**config.mk**
```make
export PLATFORM = sky130hd
export DESIGN_NAME = laplacian_sharpen_dither_top
export DESIGN_NICKNAME = d
export VERILOG_FILES = /design/src/hw/rtl/lsd_pkg.sv /design/src/hw/rtl/laplacian_sharpen_dither_top.sv
export SDC_FILE = /design/constraint.sdc
export NUM_CORES = 1
export LEC_CHECK = 0
export BUFFER_PORTS_ARGS = -buffer_cell sky130_fd_sc_hd__buf_4
export CORE_MARGIN = 2
export CORE_UTILIZATION = 40
export CTS_BUF_LIST = sky130_fd_sc_hd__clkbuf_8
export CTS_CLUSTER_DIAMETER = 50
export DETAILED_ROUTE_END_ITERATION = 10
export SYNTH_ARGS = -nofsm -noshare
export SYNTH_HDL_FRONTEND = slang
export SYNTH_SLANG_ARGS = --single-unit
```
**constraint.sdc**
```tcl
create_clock -name clock -period 17.5 [get_ports clock]
set_clock_uncertainty 0.2 [all_clocks]
set_input_delay 0.875 -clock clock [delete_from_list [all_inputs] [get_ports clock]]
set_output_delay 0.875 -clock clock [all_outputs]
set_load 0.005 [all_outputs]
```
**src/hw/rtl/lsd_pkg.sv**
```systemverilog
// -----------------------------------------------------------------------------
// lsd_pkg
// Widths, register indexes and reset values for the Laplacian sharpener.
// -----------------------------------------------------------------------------
`default_nettype none

package lsd_pkg;

   // Pixel and noise widths.
   localparam int PIXEL_BITS = 14;
   localparam int NOISE_BITS = 16;

   // Control register port.
   localparam int CSR_INDEX_BITS = 8;
   localparam int CSR_DATA_BITS  = 16;

   // Register widths.
   localparam int STRENGTH_BITS = 16;
   localparam int DSTR_BITS     = 8;

   // Register indexes.
   localparam logic [CSR_INDEX_BITS-1:0] CSR_STRENGTH        = 8'd0;
   localparam logic [CSR_INDEX_BITS-1:0] CSR_MAX_VALUE       = 8'd1;
   localparam logic [CSR_INDEX_BITS-1:0] CSR_DITHER_ENABLE   = 8'd2;
   localparam logic [CSR_INDEX_BITS-1:0] CSR_DITHER_STRENGTH = 8'd3;

   // Fixed-point shift: gain and noise products are in units of 1/65536.
   localparam int FRAC_SHIFT = 16;

   // Reset value of the upper clamp bound.
   localparam logic [PIXEL_BITS-1:0] MAX_VALUE_RESET = PIXEL_BITS'(255);

   typedef logic [PIXEL_BITS-1:0] pixel_type;

endpackage

`default_nettype wire

```
**src/hw/rtl/laplacian_sharpen_dither_top.sv**
```systemverilog
// An accepted request beat is registered in every stage in turn before it leaves as its response beat.
// Throughput: one pixel per cycle while rsp_ready is high; the four stages stall together only where
// a full stage meets a full stage ahead of it, so bubbles are squeezed out.
// The 18x16 gain multiply shares its stage only with the dither offset; the output stage is a register.
// Reset is synchronous: it empties the pipeline and restores register defaults.
// -----------------------------------------------------------------------------
// laplacian_sharpen_dither_top
// Five-point Laplacian sharpener with gain, clamp and optional dither noise.
// -----------------------------------------------------------------------------
`default_nettype none

module laplacian_sharpen_dither_top (
   input  wire logic                                clock,
   input  wire logic                                reset,
   // Request channel.
   input  wire logic                                req_valid,
   output logic                                     req_ready,
   input  wire logic [lsd_pkg::PIXEL_BITS-1:0]      req_center_pixel,
   input  wire logic [lsd_pkg::PIXEL_BITS-1:0]      req_left_pixel,
   input  wire logic [lsd_pkg::PIXEL_BITS-1:0]      req_right_pixel,
   input  wire logic [lsd_pkg::PIXEL_BITS-1:0]      req_top_pixel,
   input  wire logic [lsd_pkg::PIXEL_BITS-1:0]      req_bottom_pixel,
   input  wire logic [lsd_pkg::NOISE_BITS-1:0]      req_noise_word,
   // Response channel.
   output logic                                     rsp_valid,
   input  wire logic                                rsp_ready,
   output logic [lsd_pkg::PIXEL_BITS-1:0]           rsp_sharpened_pixel,
   // Control register write channel.
   input  wire logic                                csr_valid,
   output logic                                     csr_ready,
   input  wire logic [lsd_pkg::CSR_INDEX_BITS-1:0]  csr_index,
   input  wire logic [lsd_pkg::CSR_DATA_BITS-1:0]   csr_wdata
);

   localparam int PB   = lsd_pkg::PIXEL_BITS;
   localparam int NB   = lsd_pkg::NOISE_BITS;
   localparam int SB   = lsd_pkg::STRENGTH_BITS;
   localparam int DB   = lsd_pkg::DSTR_BITS;
   localparam int FS   = lsd_pkg::FRAC_SHIFT;
   // Weight: 4*c minus four pixels, plus sign.
   localparam int WB   = PB + 4;
   // Sum of four neighbours.
   localparam int SUMB = PB + 2;
   // Weight times gain.
   localparam int PRB  = WB + SB;
   // Dither multiplier 2*ds+1 and noise product.
   localparam int MB   = DB + 1;
   localparam int NPB  = NB + MB;
   // Dither offset, signed.
   localparam int DOB  = MB + 1;
   // Sharpened sum before the first clamp.
   localparam int VB   = PRB - FS + 3;
   // Dithered sum before the second clamp.
   localparam int V2B  = PB + 2;

   // Control registers.
   logic signed [SB-1:0] strength_ff;
   logic [PB-1:0]        max_value_ff;
   logic                 dither_enable_ff;
   logic [DB-1:0]        dither_strength_ff;

   // Register writes are always taken.
   assign csr_ready = 1'b1;

   always_ff @(posedge clock) begin
      if (reset) begin
         strength_ff        <= '0;
         max_value_ff       <= lsd_pkg::MAX_VALUE_RESET;
         dither_enable_ff   <= 1'b0;
         dither_strength_ff <= '0;
      end else if (csr_valid) begin
         case (csr_index)
            lsd_pkg::CSR_STRENGTH:        strength_ff        <= $signed(csr_wdata[SB-1:0]);
            lsd_pkg::CSR_MAX_VALUE:       max_value_ff       <= csr_wdata[PB-1:0];
            lsd_pkg::CSR_DITHER_ENABLE:   dither_enable_ff   <= csr_wdata[0];
            lsd_pkg::CSR_DITHER_STRENGTH: dither_strength_ff <= csr_wdata[DB-1:0];
            default: begin
            end
         endcase
      end
   end

   // Stage valid bits and the backpressure chain: a stage loads when it is
   // empty or the stage ahead of it moves on in the same cycle.
   logic s1_valid_ff, s2_valid_ff, s3_valid_ff, s4_valid_ff;
   logic s1_ready, s2_ready, s3_ready, s4_ready;

   assign s4_ready  = !s4_valid_ff || rsp_ready;
   assign s3_ready  = !s3_valid_ff || s4_ready;
   assign s2_ready  = !s2_valid_ff || s3_ready;
   assign s1_ready  = !s1_valid_ff || s2_ready;
   assign req_ready = s1_ready;

   always_ff @(posedge clock) begin
      if (reset) begin
         s1_valid_ff <= 1'b0;
         s2_valid_ff <= 1'b0;
         s3_valid_ff <= 1'b0;
         s4_valid_ff <= 1'b0;
      end else begin
         if (s1_ready) begin
            s1_valid_ff <= req_valid;
         end
         if (s2_ready) begin
            s2_valid_ff <= s1_valid_ff;
         end
         if (s3_ready) begin
            s3_valid_ff <= s2_valid_ff;
         end
         if (s4_ready) begin
            s4_valid_ff <= s3_valid_ff;
         end
      end
   end

   // Stage 1: Laplacian weight and the noise product.
   logic [SUMB-1:0]      s1_sum;
   logic signed [WB-1:0] s1_w_in, s1_w_ff;
   logic [NPB-1:0]       s1_nprod_in, s1_nprod_ff;
   logic [MB-1:0]        s1_mul;
   logic [PB-1:0]        s1_center_ff;

   always_comb begin
      s1_sum = SUMB'(req_left_pixel) + SUMB'(req_right_pixel)
             + SUMB'(req_top_pixel) + SUMB'(req_bottom_pixel);
      s1_w_in = $signed({2'b00, req_center_pixel, 2'b00}) - $signed(WB'(s1_sum));
      s1_mul = {dither_strength_ff, 1'b1};
      s1_nprod_in = NPB'(req_noise_word) * NPB'(s1_mul);
   end

   always_ff @(posedge clock) begin
      if (s1_ready) begin
         s1_w_ff      <= s1_w_in;
         s1_nprod_ff  <= s1_nprod_in;
         s1_center_ff <= req_center_pixel;
      end
   end

   // Stage 2: weight times gain, and the signed dither offset.
   logic signed [PRB-1:0] s2_prod_in, s2_prod_ff;
   logic signed [DOB-1:0] s2_doff_in, s2_doff_ff;
   logic signed [WB-1:0]  s2_w_ff;
   logic [PB-1:0]         s2_center_ff;

   always_comb begin
      s2_prod_in = PRB'(s1_w_ff) * PRB'(strength_ff);
      s2_doff_in = $signed({2'b00, dither_strength_ff})
                 - $signed({1'b0, s1_nprod_ff[NPB-1:FS]});
   end

   always_ff @(posedge clock) begin
      if (s2_ready) begin
         s2_prod_ff   <= s2_prod_in;
         s2_doff_ff   <= s2_doff_in;
         s2_w_ff      <= s1_w_ff;
         s2_center_ff <= s1_center_ff;
      end
   end

   // Stage 3: round, add to the centre pixel (plus the weight for a negative gain), clamp.
   logic signed [PRB:0]   s3_round;
   logic signed [VB-1:0]  s3_sum;
   logic [PB-1:0]         s3_pix_in, s3_pix_ff;
   logic signed [DOB-1:0] s3_doff_ff;

   always_comb begin
      s3_round = (PRB+1)'(s2_prod_ff) + (PRB+1)'(1 << (FS - 1));
      // The shifted coefficient keeps its sign when it is widened.
      s3_sum = VB'($signed(s3_round[PRB:FS])) + $signed(VB'({1'b0, s2_center_ff}));
      if (strength_ff < 0) begin
         s3_sum = s3_sum + VB'(s2_w_ff);
      end
      if (s3_sum < 0) begin
         s3_pix_in = '0;
      end else if (s3_sum > $signed(VB'({1'b0, max_value_ff}))) begin
         s3_pix_in = max_value_ff;
      end else begin
         s3_pix_in = s3_sum[PB-1:0];
      end
   end

   always_ff @(posedge clock) begin
      if (s3_ready) begin
         s3_pix_ff  <= s3_pix_in;
         s3_doff_ff <= s2_doff_ff;
      end
   end

   // Stage 4: optional dither and the second clamp, into the output register.
   logic signed [V2B-1:0] s4_sum;
   logic [PB-1:0]         s4_pix_in, s4_pix_ff;

   always_comb begin
      s4_sum = $signed(V2B'({1'b0, s3_pix_ff})) + V2B'(s3_doff_ff);
      if (!dither_enable_ff) begin
         s4_pix_in = s3_pix_ff;
      end else if (s4_sum < 0) begin
         s4_pix_in = '0;
      end else if (s4_sum > $signed(V2B'({1'b0, max_value_ff}))) begin
         s4_pix_in = max_value_ff;
      end else begin
         s4_pix_in = s4_sum[PB-1:0];
      end
   end

   always_ff @(posedge clock) begin
      if (s4_ready) begin
         s4_pix_ff <= s4_pix_in;
      end
   end

   assign rsp_valid           = s4_valid_ff;
   assign rsp_sharpened_pixel = s4_pix_ff;

endmodule

`default_nettype wire

```
==> summary.txt, run 1 <==
Status
  • Outcome: finished clean

Floorplan
  • Core area: about 63000 um^2
  • I/O pin total: approximately 130
  • Die W: between 200 and 300 um
  • Die H: about 260 um
  • Die area: 65500 um^2
  • Rows: 92
  • Initial Util: about two fifths

CTS
  • CTS buffer count: 17
  • CTS Buffer Depth: 2
  • CTS tree: built
  • Post-CTS Setup Bufs: 0
  • H-Tree Depth: 4
  • Clock transition at the registers of the reported paths: 120 ps
  • Hold buffers post-CTS: 0
  • Worst skew pair latency: about 570 ps
  • Root Buffer: clkbuf_8
  • CTS sink cnt: 180
  • Post_cts resized: 0

Routing
  • ANT nets after route: 0
  • Vias per cell: around 5.0
  • 1st-pass router iterations: 5
  • Initial drt markers: ~900
  • Drt drc: 0
  • Vias: ~18000
  • WL final: 61800 um
  • Avg WL per Cell: 17.7 um

Critical path
  • Crit path arrival time: between 7000 and 8000 ps
  • CP max FO: 17
  • CP Launch Type: flip-flop
  • Crit Path Class: flip-flop to flip-flop
  • Kind of end point of the critical path: flip-flop
  • Worst EP required: 17630 ps
  • Reg2reg path depth: 22

Cells and area
  • Layout fillers: around 6000
  • Antenna Cells: 0
  • Multi-input logic area: 18100 um^2
  • Area Overhead vs Synth: 8.54%
  • Post-route insts no fill: about 3500
  • Layout Utilization: between 40 and 50%
  • Final Net Count: 3402
  • Post-Layout Inst Area: roughly 28000 um^2
  • Storage element area: between 4000 and 5000 um^2
  • Share of cells above drive strength 1: a little over 8%

Timing
  • Peak Freq: 135 MHz
  • Final hold vios: 0
  • Final slew viol count: 0
  • Endpoints failing setup: 0
  • Slew @ Worst Pin: 1250 ps
  • RSZ-0062 raised after global routing: no
  • Setup TNS: 0 ps
  • Period utilization: a little over two fifths
  • Slew margin rel.: approximately 16%
  • Tmin final: roughly 7400 ps

Synthesis
  • Main synth FF type: edfxtp_1
  • Ys async rst share: 0%
  • Post-Synthesis Cells: around 2600
  • Total number of yosys warnings: 0
  • Yosys top cell area share: 33.0%
  • Cell Area, Synth: 25400 um^2
  • EDFF count, synth: about 140
  • Sequential fraction of the synthesis area: approximately a fifth
  • Yosys top cell by area: fa_1
  • Top-count cell post-synth: inv_1
  • Mean Syn Cell Area: 9.87 um^2
  • Post-synth top cells: inv_1, fa_1, nand2_1
  • Syn_nets: 3334
  • Top post-synthesis cells by area: fa_1, edfxtp_1, ha_1
  • Yosys cell types: between 80 and 90
  • #FFs+latches synth: 180

Placed design
  • Post-DP Area: around 27000 um^2
  • GPL Wtd Cong: approximately 0.90
  • I/O Buffers: 130
  • Placed Cells incl. Taps: ~3500
  • Detail Placement HPWL: 51300 um

Global routing
  • Vias in the first global route: approximately 19000
  • Largest net degree at the start of global routing: 60
  • Total GRT Usage: approximately a fifth
  • Gr ovfl total: 0
  • Antenna violations before repair: 1
  • First-pass GRT wire length: 101000 um

Power
  • Leakage power figure: 12.4 nW
  • Worst vdd rail ir drop: around 0.038 mV
  • Int Pwr: 0.900 mW
  • Pwr Total: around 1.5 mW
  • PwrDens: approximately 56 nW/um^2
  • Sequential share of power: 43.6%
  • Psw: between 0.6 and 0.7 mW
  • Sw Share: 41.6%
  • Clock share of power: ~20%
  • Combinational Power Share: between 30 and 40%

Worst hold path
  • Hold/Removal Path Class: flip-flop to flip-flop
  • Hold depth: 0

Run
  • Max_cap viols: 0
logic make-up after synthesis:
family / count (synthesis) / synth area share (%)
AO/OA/AOI/OAI: 278 / 7.49
XOR/XNOR: 110 / 3.82
adder cells (fa/ha/maj): 648 / 44.3
buffers and inverters: 598 / 8.95
flip-flops: 180 / 19.6
multiplexers: 52 / 2.08
other: 1 / 0.0148
AND/OR/NAND/NOR: 704 / 13.8
per-layer routing:
layer	GRT usage [%]	share of wire [%]	vias to the layer above
li1	-	-	8265
met3	3.62	4.9	74
met5	0	0	-
met1	27.1	46	8906
met4	5.52	2.3	0
met2	31.4	47	392
area by class of cell:
class	instances	share of cell area (%)
multi-input cells	1793	65.9
flip-flops and latches	180	18.1
inverters	512	6.98
well taps	846	3.84
repair buffers	135	3.68
clock buffers	17	0.849
clock inverters	15	0.736
power by group through the flow:
stage          Sequential (mW)  Combinational [mW]  Clock [mW]
2_1_floorplan            0.582               0.453           0
3_3_place_gp             0.674               0.543           0
3_5_place_dp             0.679               0.552           0
4_1_cts                  0.670               0.556       0.326
5_1_grt                  0.686               0.626       0.337
6_report                 0.672               0.556       0.314
sequential cells by signal, summed over array words and instances (netlist names), 8 cells and up:
signal / count
s2_prod_ff: 18
s3_doff_ff: 10
s1_center_ff: 14
s1_w_ff: 17
strength_ff: 16
rsp_sharpened_pixel: 14
s2_doff_ff: 10
s3_pix_ff: 14
s2_w_ff: 17
max_value_ff: 14
s2_center_ff: 14
s1_nprod_ff: 9
dither_strength_ff: 8
worst paths after layout:
path	startpoint	to	slack (ps)
setup / recovery	s1_w_ff[12]$_DFFE_PP_	s2_prod_ff[32]$_DFFE_PP_	10090
hold / removal	s1_center_ff[8]$_DFFE_PP_	s2_center_ff[8]$_DFFE_PP_	230
setup reg to reg	s1_w_ff[12]$_DFFE_PP_	s2_prod_ff[32]$_DFFE_PP_	10090
hold reg to reg	s1_center_ff[8]$_DFFE_PP_	s2_center_ff[8]$_DFFE_PP_	230
cells in the final DEF (no fill, tap or decap), types with 75 or more instances in the layout:
| cell type | n |
|---|---|
| inv_1 | 510 |
| fa_1 | 418 |
| nand2_1 | 272 |
| ha_1 | 230 |
| and2_1 | 152 |
| edfxtp_1 | 137 |
| buf_4 | 135 |
| nor2_1 | 122 |
| a21oi_1 | 78 |
| xnor2_1 | 75 |
through the flow:
step | setup WS [ps] | hold slack, ps
2_1_floorplan | 10800 | 200
3_3_place_gp | 10260 | 201
3_5_place_dp | 10150 | 205
4_1_cts | 10120 | 225
5_1_grt | 9720 | 239
6_report | 10090 | 227
critical path: stages (launching register included):
cell	delay [ps]
edfxtp_1	780
nand2_1	190
fa_1	570
inv_1	60
fa_1	540
inv_1	60
fa_1	500
inv_1	60
fa_1	530
inv_1	50
fa_1	480
inv_1	60
fa_1	450
ha_1	300
and3_1	210
and3_1	190
and3_1	210
o211ai_1	400
o21ai_1	250
a211oi_1	610
o21ai_1	220
a21oi_1	210
xnor2_1	80
(Power assumes the default switching activity.)
==> run 2: changes to the inputs <==
--- a/config.mk
+++ b/config.mk
@@ -5,6 +5,7 @@
 export SDC_FILE = /design/constraint.sdc
 export NUM_CORES = 1
 export LEC_CHECK = 0
+export ABC_AREA = 1
 export BUFFER_PORTS_ARGS = -buffer_cell sky130_fd_sc_hd__buf_4
 export CORE_MARGIN = 2
 export CORE_UTILIZATION = 40
==> constraint.sdc (replaced) <==
create_clock -name clock -period 6.59 [get_ports clock]
set_clock_uncertainty 0.2 [all_clocks]
set_input_delay 0.3295 -clock clock [delete_from_list [all_inputs] [get_ports clock]]
set_output_delay 0.3295 -clock clock [all_outputs]
set_load 0.005 [all_outputs]
==> summary.txt, run 2 <==
Synthesis
  • Main synth FF type: edfxtp_1 (unchanged)
  • Top post-synthesis cells by area: fa_1, edfxtp_1, inv_1 (was fa_1, edfxtp_1, ha_1)
  • Yosys cell types: 47 (was 81)
  • Syn_nets: 4030 (was 3334)
  • Sequential fraction of the synthesis area: 18.5% (was 19.6%)
  • Yosys top cell by area: fa_1 (unchanged)
  • Yosys top cell area share: 31.1% (was 33.0%)
  • Post-Synthesis Cells: 3267 (was 2571)
  • Ys async rst share: 0% (unchanged)
  • Cell Area, Synth: 26900 um^2 (was 25400 um^2)
  • Mean Syn Cell Area: 8.23 um^2 (was 9.87 um^2)
  • Top-count cell post-synth: inv_1 (unchanged)
  • Post-synth top cells: inv_1, nand2_1, fa_1 (was inv_1, fa_1, nand2_1)
  • EDFF count, synth: 137 (unchanged)
  • #FFs+latches synth: 180 (unchanged)
  • Total number of yosys warnings: 0 (unchanged)

Cells and area
  • Share of cells above drive strength 1: 8.24% (was 8.14%)
  • Max FFs per register: 18 (unchanged)
  • Multi-input logic area: 18500 um^2 (was 18100 um^2)
  • Commonest non-fill, non-tap cell in the layout: inv_1 (unchanged)
  • Layout Utilization: 44.6% (was 43.8%)
  • Most flops, register: s2_prod_ff (unchanged)
  • Final Net Count: 4172 (was 3402)
  • Area Overhead vs Synth: 10.9% (was 8.54%)
  • Regs by FF count: s2_prod_ff x18, s1_w_ff x17, s2_w_ff x17 (unchanged)
  • Most frequent cells in the layout: inv_1, nand2_1, fa_1, ha_1, buf_4 (was inv_1, fa_1, nand2_1, ha_1, and2_1)
  • Post-route insts no fill: 4296 (was 3498)
  • Layout fillers: 6675 (was 6111)
  • Post-Layout Inst Area: 29800 um^2 (was 27600 um^2)
  • Storage element area: 4980 um^2 (was 4970 um^2)

Power
  • PwrDens: 160 nW/um^2 (was 56.0 nW/um^2)
  • Worst vdd rail ir drop: 0.127 mV (was 0.0377 mV)
  • Leakage power figure: 15.2 nW (was 12.4 nW)
  • Pwr Total: 4.78 mW (was 1.54 mW)

Global routing
  • Total GRT Usage: 19.8% (was 19.6%)
  • Gr ovfl total: 0 (unchanged)
  • First-pass GRT wire length: 109000 um (was 101000 um)
  • Largest net degree at the start of global routing: 60 (unchanged)
  • Vias in the first global route: 20700 (was 18800)
  • Antenna violations before repair: 1 (unchanged)

CTS
  • Worst skew pair latency: 520 ps (was 570 ps)
  • Clock transition at the registers of the reported paths: 110 ps (was 120 ps)
  • CTS sink cnt: 180 (unchanged)
  • CTS Buffer Depth: 2 (unchanged)
  • CTS buffer count: 17 (unchanged)
  • Root Buffer: clkbuf_8 (unchanged)
  • H-Tree Depth: 4 (unchanged)
  • CTS tree: built (unchanged)

Placed design
  • GPL Wtd Cong: 0.958 (was 0.899)
  • Placed Cells incl. Taps: 4219 (was 3466)
  • I/O Buffers: 130 (unchanged)
  • Post-DP Area: 29000 um^2 (was 27100 um^2)
  • Detail Placement HPWL: 56200 um (was 51300 um)

Critical path
  • Kind of end point of the critical path: flip-flop (unchanged)
  • Crit Path Class: flip-flop to flip-flop (unchanged)
  • Crit path arrival time: 6350 ps (was 7540 ps)
  • CP max stage delay: 740 ps (was 780 ps)
  • CP max FO: 13 (was 17)
  • Crit-path slowest cell: dfxtp_1 (was edfxtp_1)
  • CP Cell Sequence: nand2_1 -> fa_1 -> inv_1 -> fa_1 -> inv_1 -> fa_1 -> inv_1 -> fa_1 -> inv_1 -> fa_1 -> inv_1 -> fa_1 -> ha_1 -> a21oi_1 -> o21ai_0 -> a21oi_1 -> nand2_1 -> a21oi_1 -> o21ai_0 -> nand2_1 -> nand2_1 -> nand2_1 -> nand2_1 (was nand2_1 -> fa_1 -> inv_1 -> fa_1 -> inv_1 -> fa_1 -> inv_1 -> fa_1 -> inv_1 -> fa_1 -> inv_1 -> fa_1 -> ha_1 -> and3_1 -> and3_1 -> and3_1 -> o211ai_1 -> o21ai_1 -> a211oi_1 -> o21ai_1 -> a21oi_1 -> xnor2_1)
  • Worst EP required: 6680 ps (was 17630 ps)
  • CP Launch Type: flip-flop (unchanged)

Routing
  • Vias per cell: 4.83 (was 5.04)
  • Initial drt markers: 1263 (was 911)
  • Vias: 20700 (was 17600)
  • Drt drc: 0 (unchanged)
  • WL final: 66900 um (was 61800 um)
  • ANT nets after route: 0 (unchanged)
  • Avg WL per Cell: 15.6 um (was 17.7 um)
  • 1st-pass router iterations: 5 (unchanged)

Run
  • Max_cap viols: 0 (unchanged)

Timing
  • Setup TNS: 0 ps (unchanged)
  • Slew margin rel.: 31.7% (was 16.3%)
  • Period utilization: 95.0% (was 42.3%)
  • Final slew viol count: 0 (unchanged)
  • RSZ-0062 raised after global routing: no (unchanged)
  • Endpoints failing setup: 0 (unchanged)
  • Slew @ Worst Pin: 1020 ps (was 1250 ps)
  • Peak Freq: 160 MHz (was 135 MHz)
  • Tmin final: 6260 ps (was 7410 ps)
  • Final hold vios: 0 (unchanged)

Floorplan
  • Core area: 66800 um^2 (was 62900 um^2)
  • Die area: 69300 um^2 (was 65500 um^2)
  • Initial Util: 40.3% (was 40.4%)
  • Die H: 263 um (was 256 um)
  • Die W: 263 um (was 256 um)
  • I/O pin total: 132 (unchanged)
  • Rows: 95 (was 92)

Status
  • Outcome: finished clean (unchanged)

Worst hold path
  • Hold/Removal Path Class: input pin to flip-flop (was flip-flop to flip-flop)
## run 2: cell types whose count changed after synthesis, sizes merged, moves of 29 or more
cell	change
xnor2	-42
inv	+282
nand3	+69
a21oi	+76
and2	-148
o21ai	+48
nand2	+528
a21o	-29
mux2i	-47
nand4	+32
xor2	+32
## run 2: area by class of cell
| cell class | instances | area share, % |
|---|---|---|
| multi-input cells | 2189 | 62.2 |
| flip-flops and latches | 180 | 16.7 |
| inverters | 794 | 9.99 |
| repair buffers | 227 | 6.13 |
| well taps | 873 | 3.66 |
| clock buffers | 17 | 0.785 |
| clock inverters | 15 | 0.562 |
| diodes | 1 | 0.00839 |
## run 2: worst max-delay path: cells and delay by family (launching register included)
kind | cells | cell delay (ps)
compound gates | 5 | 990
fa+ha+maj | 7 | 3280
flops | 1 | 740
buf+inv | 5 | 260
simple gates | 6 | 540
## run 2: per-stage QoR
step                      worst slack, ps  hold slack (ps)
after CTS                             329             31.8
after detailed placement              327              205
after floorplan                       472              199
final                                 330             69.0
after global placement                412              202
after global routing               0.0293             99.9
## run 2: power breakdown
| group | total [mW] | internal [mW] | switching, mW |
|---|---|---|---|
| Clock | 0.804 | 0.317 | 0.487 |
| Sequential | 1.69 | 1.45 | 0.243 |
| Combinational | 2.28 | 0.834 | 1.44 |
## run 2: path summary, 6_finish.rpt
kind                                             startpoint                                 end  slack [ps]  cells after the start
worst min-delay path                              csr_valid  dither_strength_ff[0]$_SDFFE_PP0P_          70                      5
worst max-delay path            strength_ff[5]$_SDFFE_PP0P_            s2_prod_ff[23]$_DFFE_PP_         330                     23
worst min register to register    s1_center_ff[9]$_DFFE_PP_           s2_center_ff[9]$_DFFE_PP_         220                      0
worst max register to register  strength_ff[5]$_SDFFE_PP0P_            s2_prod_ff[23]$_DFFE_PP_         330                     23
## run 2: kinds of logic after synthesis
logic type | Yosys count | synth area share, %
adders and majority gates | 648 | 41.8
xor gates and xnor gates | 100 | 3.26
other | 1 | 0.0139
buffers and inverters | 898 | 12.6
DFF | 180 | 18.5
and+or+nand+nor | 1140 | 17.7
AOI/OAI and AO/OA | 300 | 6.09
## run 2: what timing repair did
action / CTS / global route
hold buffers: 35 / 0
setup buffers: 0 / 9
resized for setup: 0 / 4
setup endpoints to repair: 0 / 18
endpoints found under the hold margin: 57 / 0
## run 2: per-layer routing
metal | up-vias | routed length (um) | track usage (%)
li1 | 10200 | - | -
met4 | 0 | 1370 | 5.25
met1 | 10200 | 30500 | 27.1
met5 | - | 0 | 0
met3 | 70 | 2030 | 1.53
met2 | 347 | 33000 | 33.8
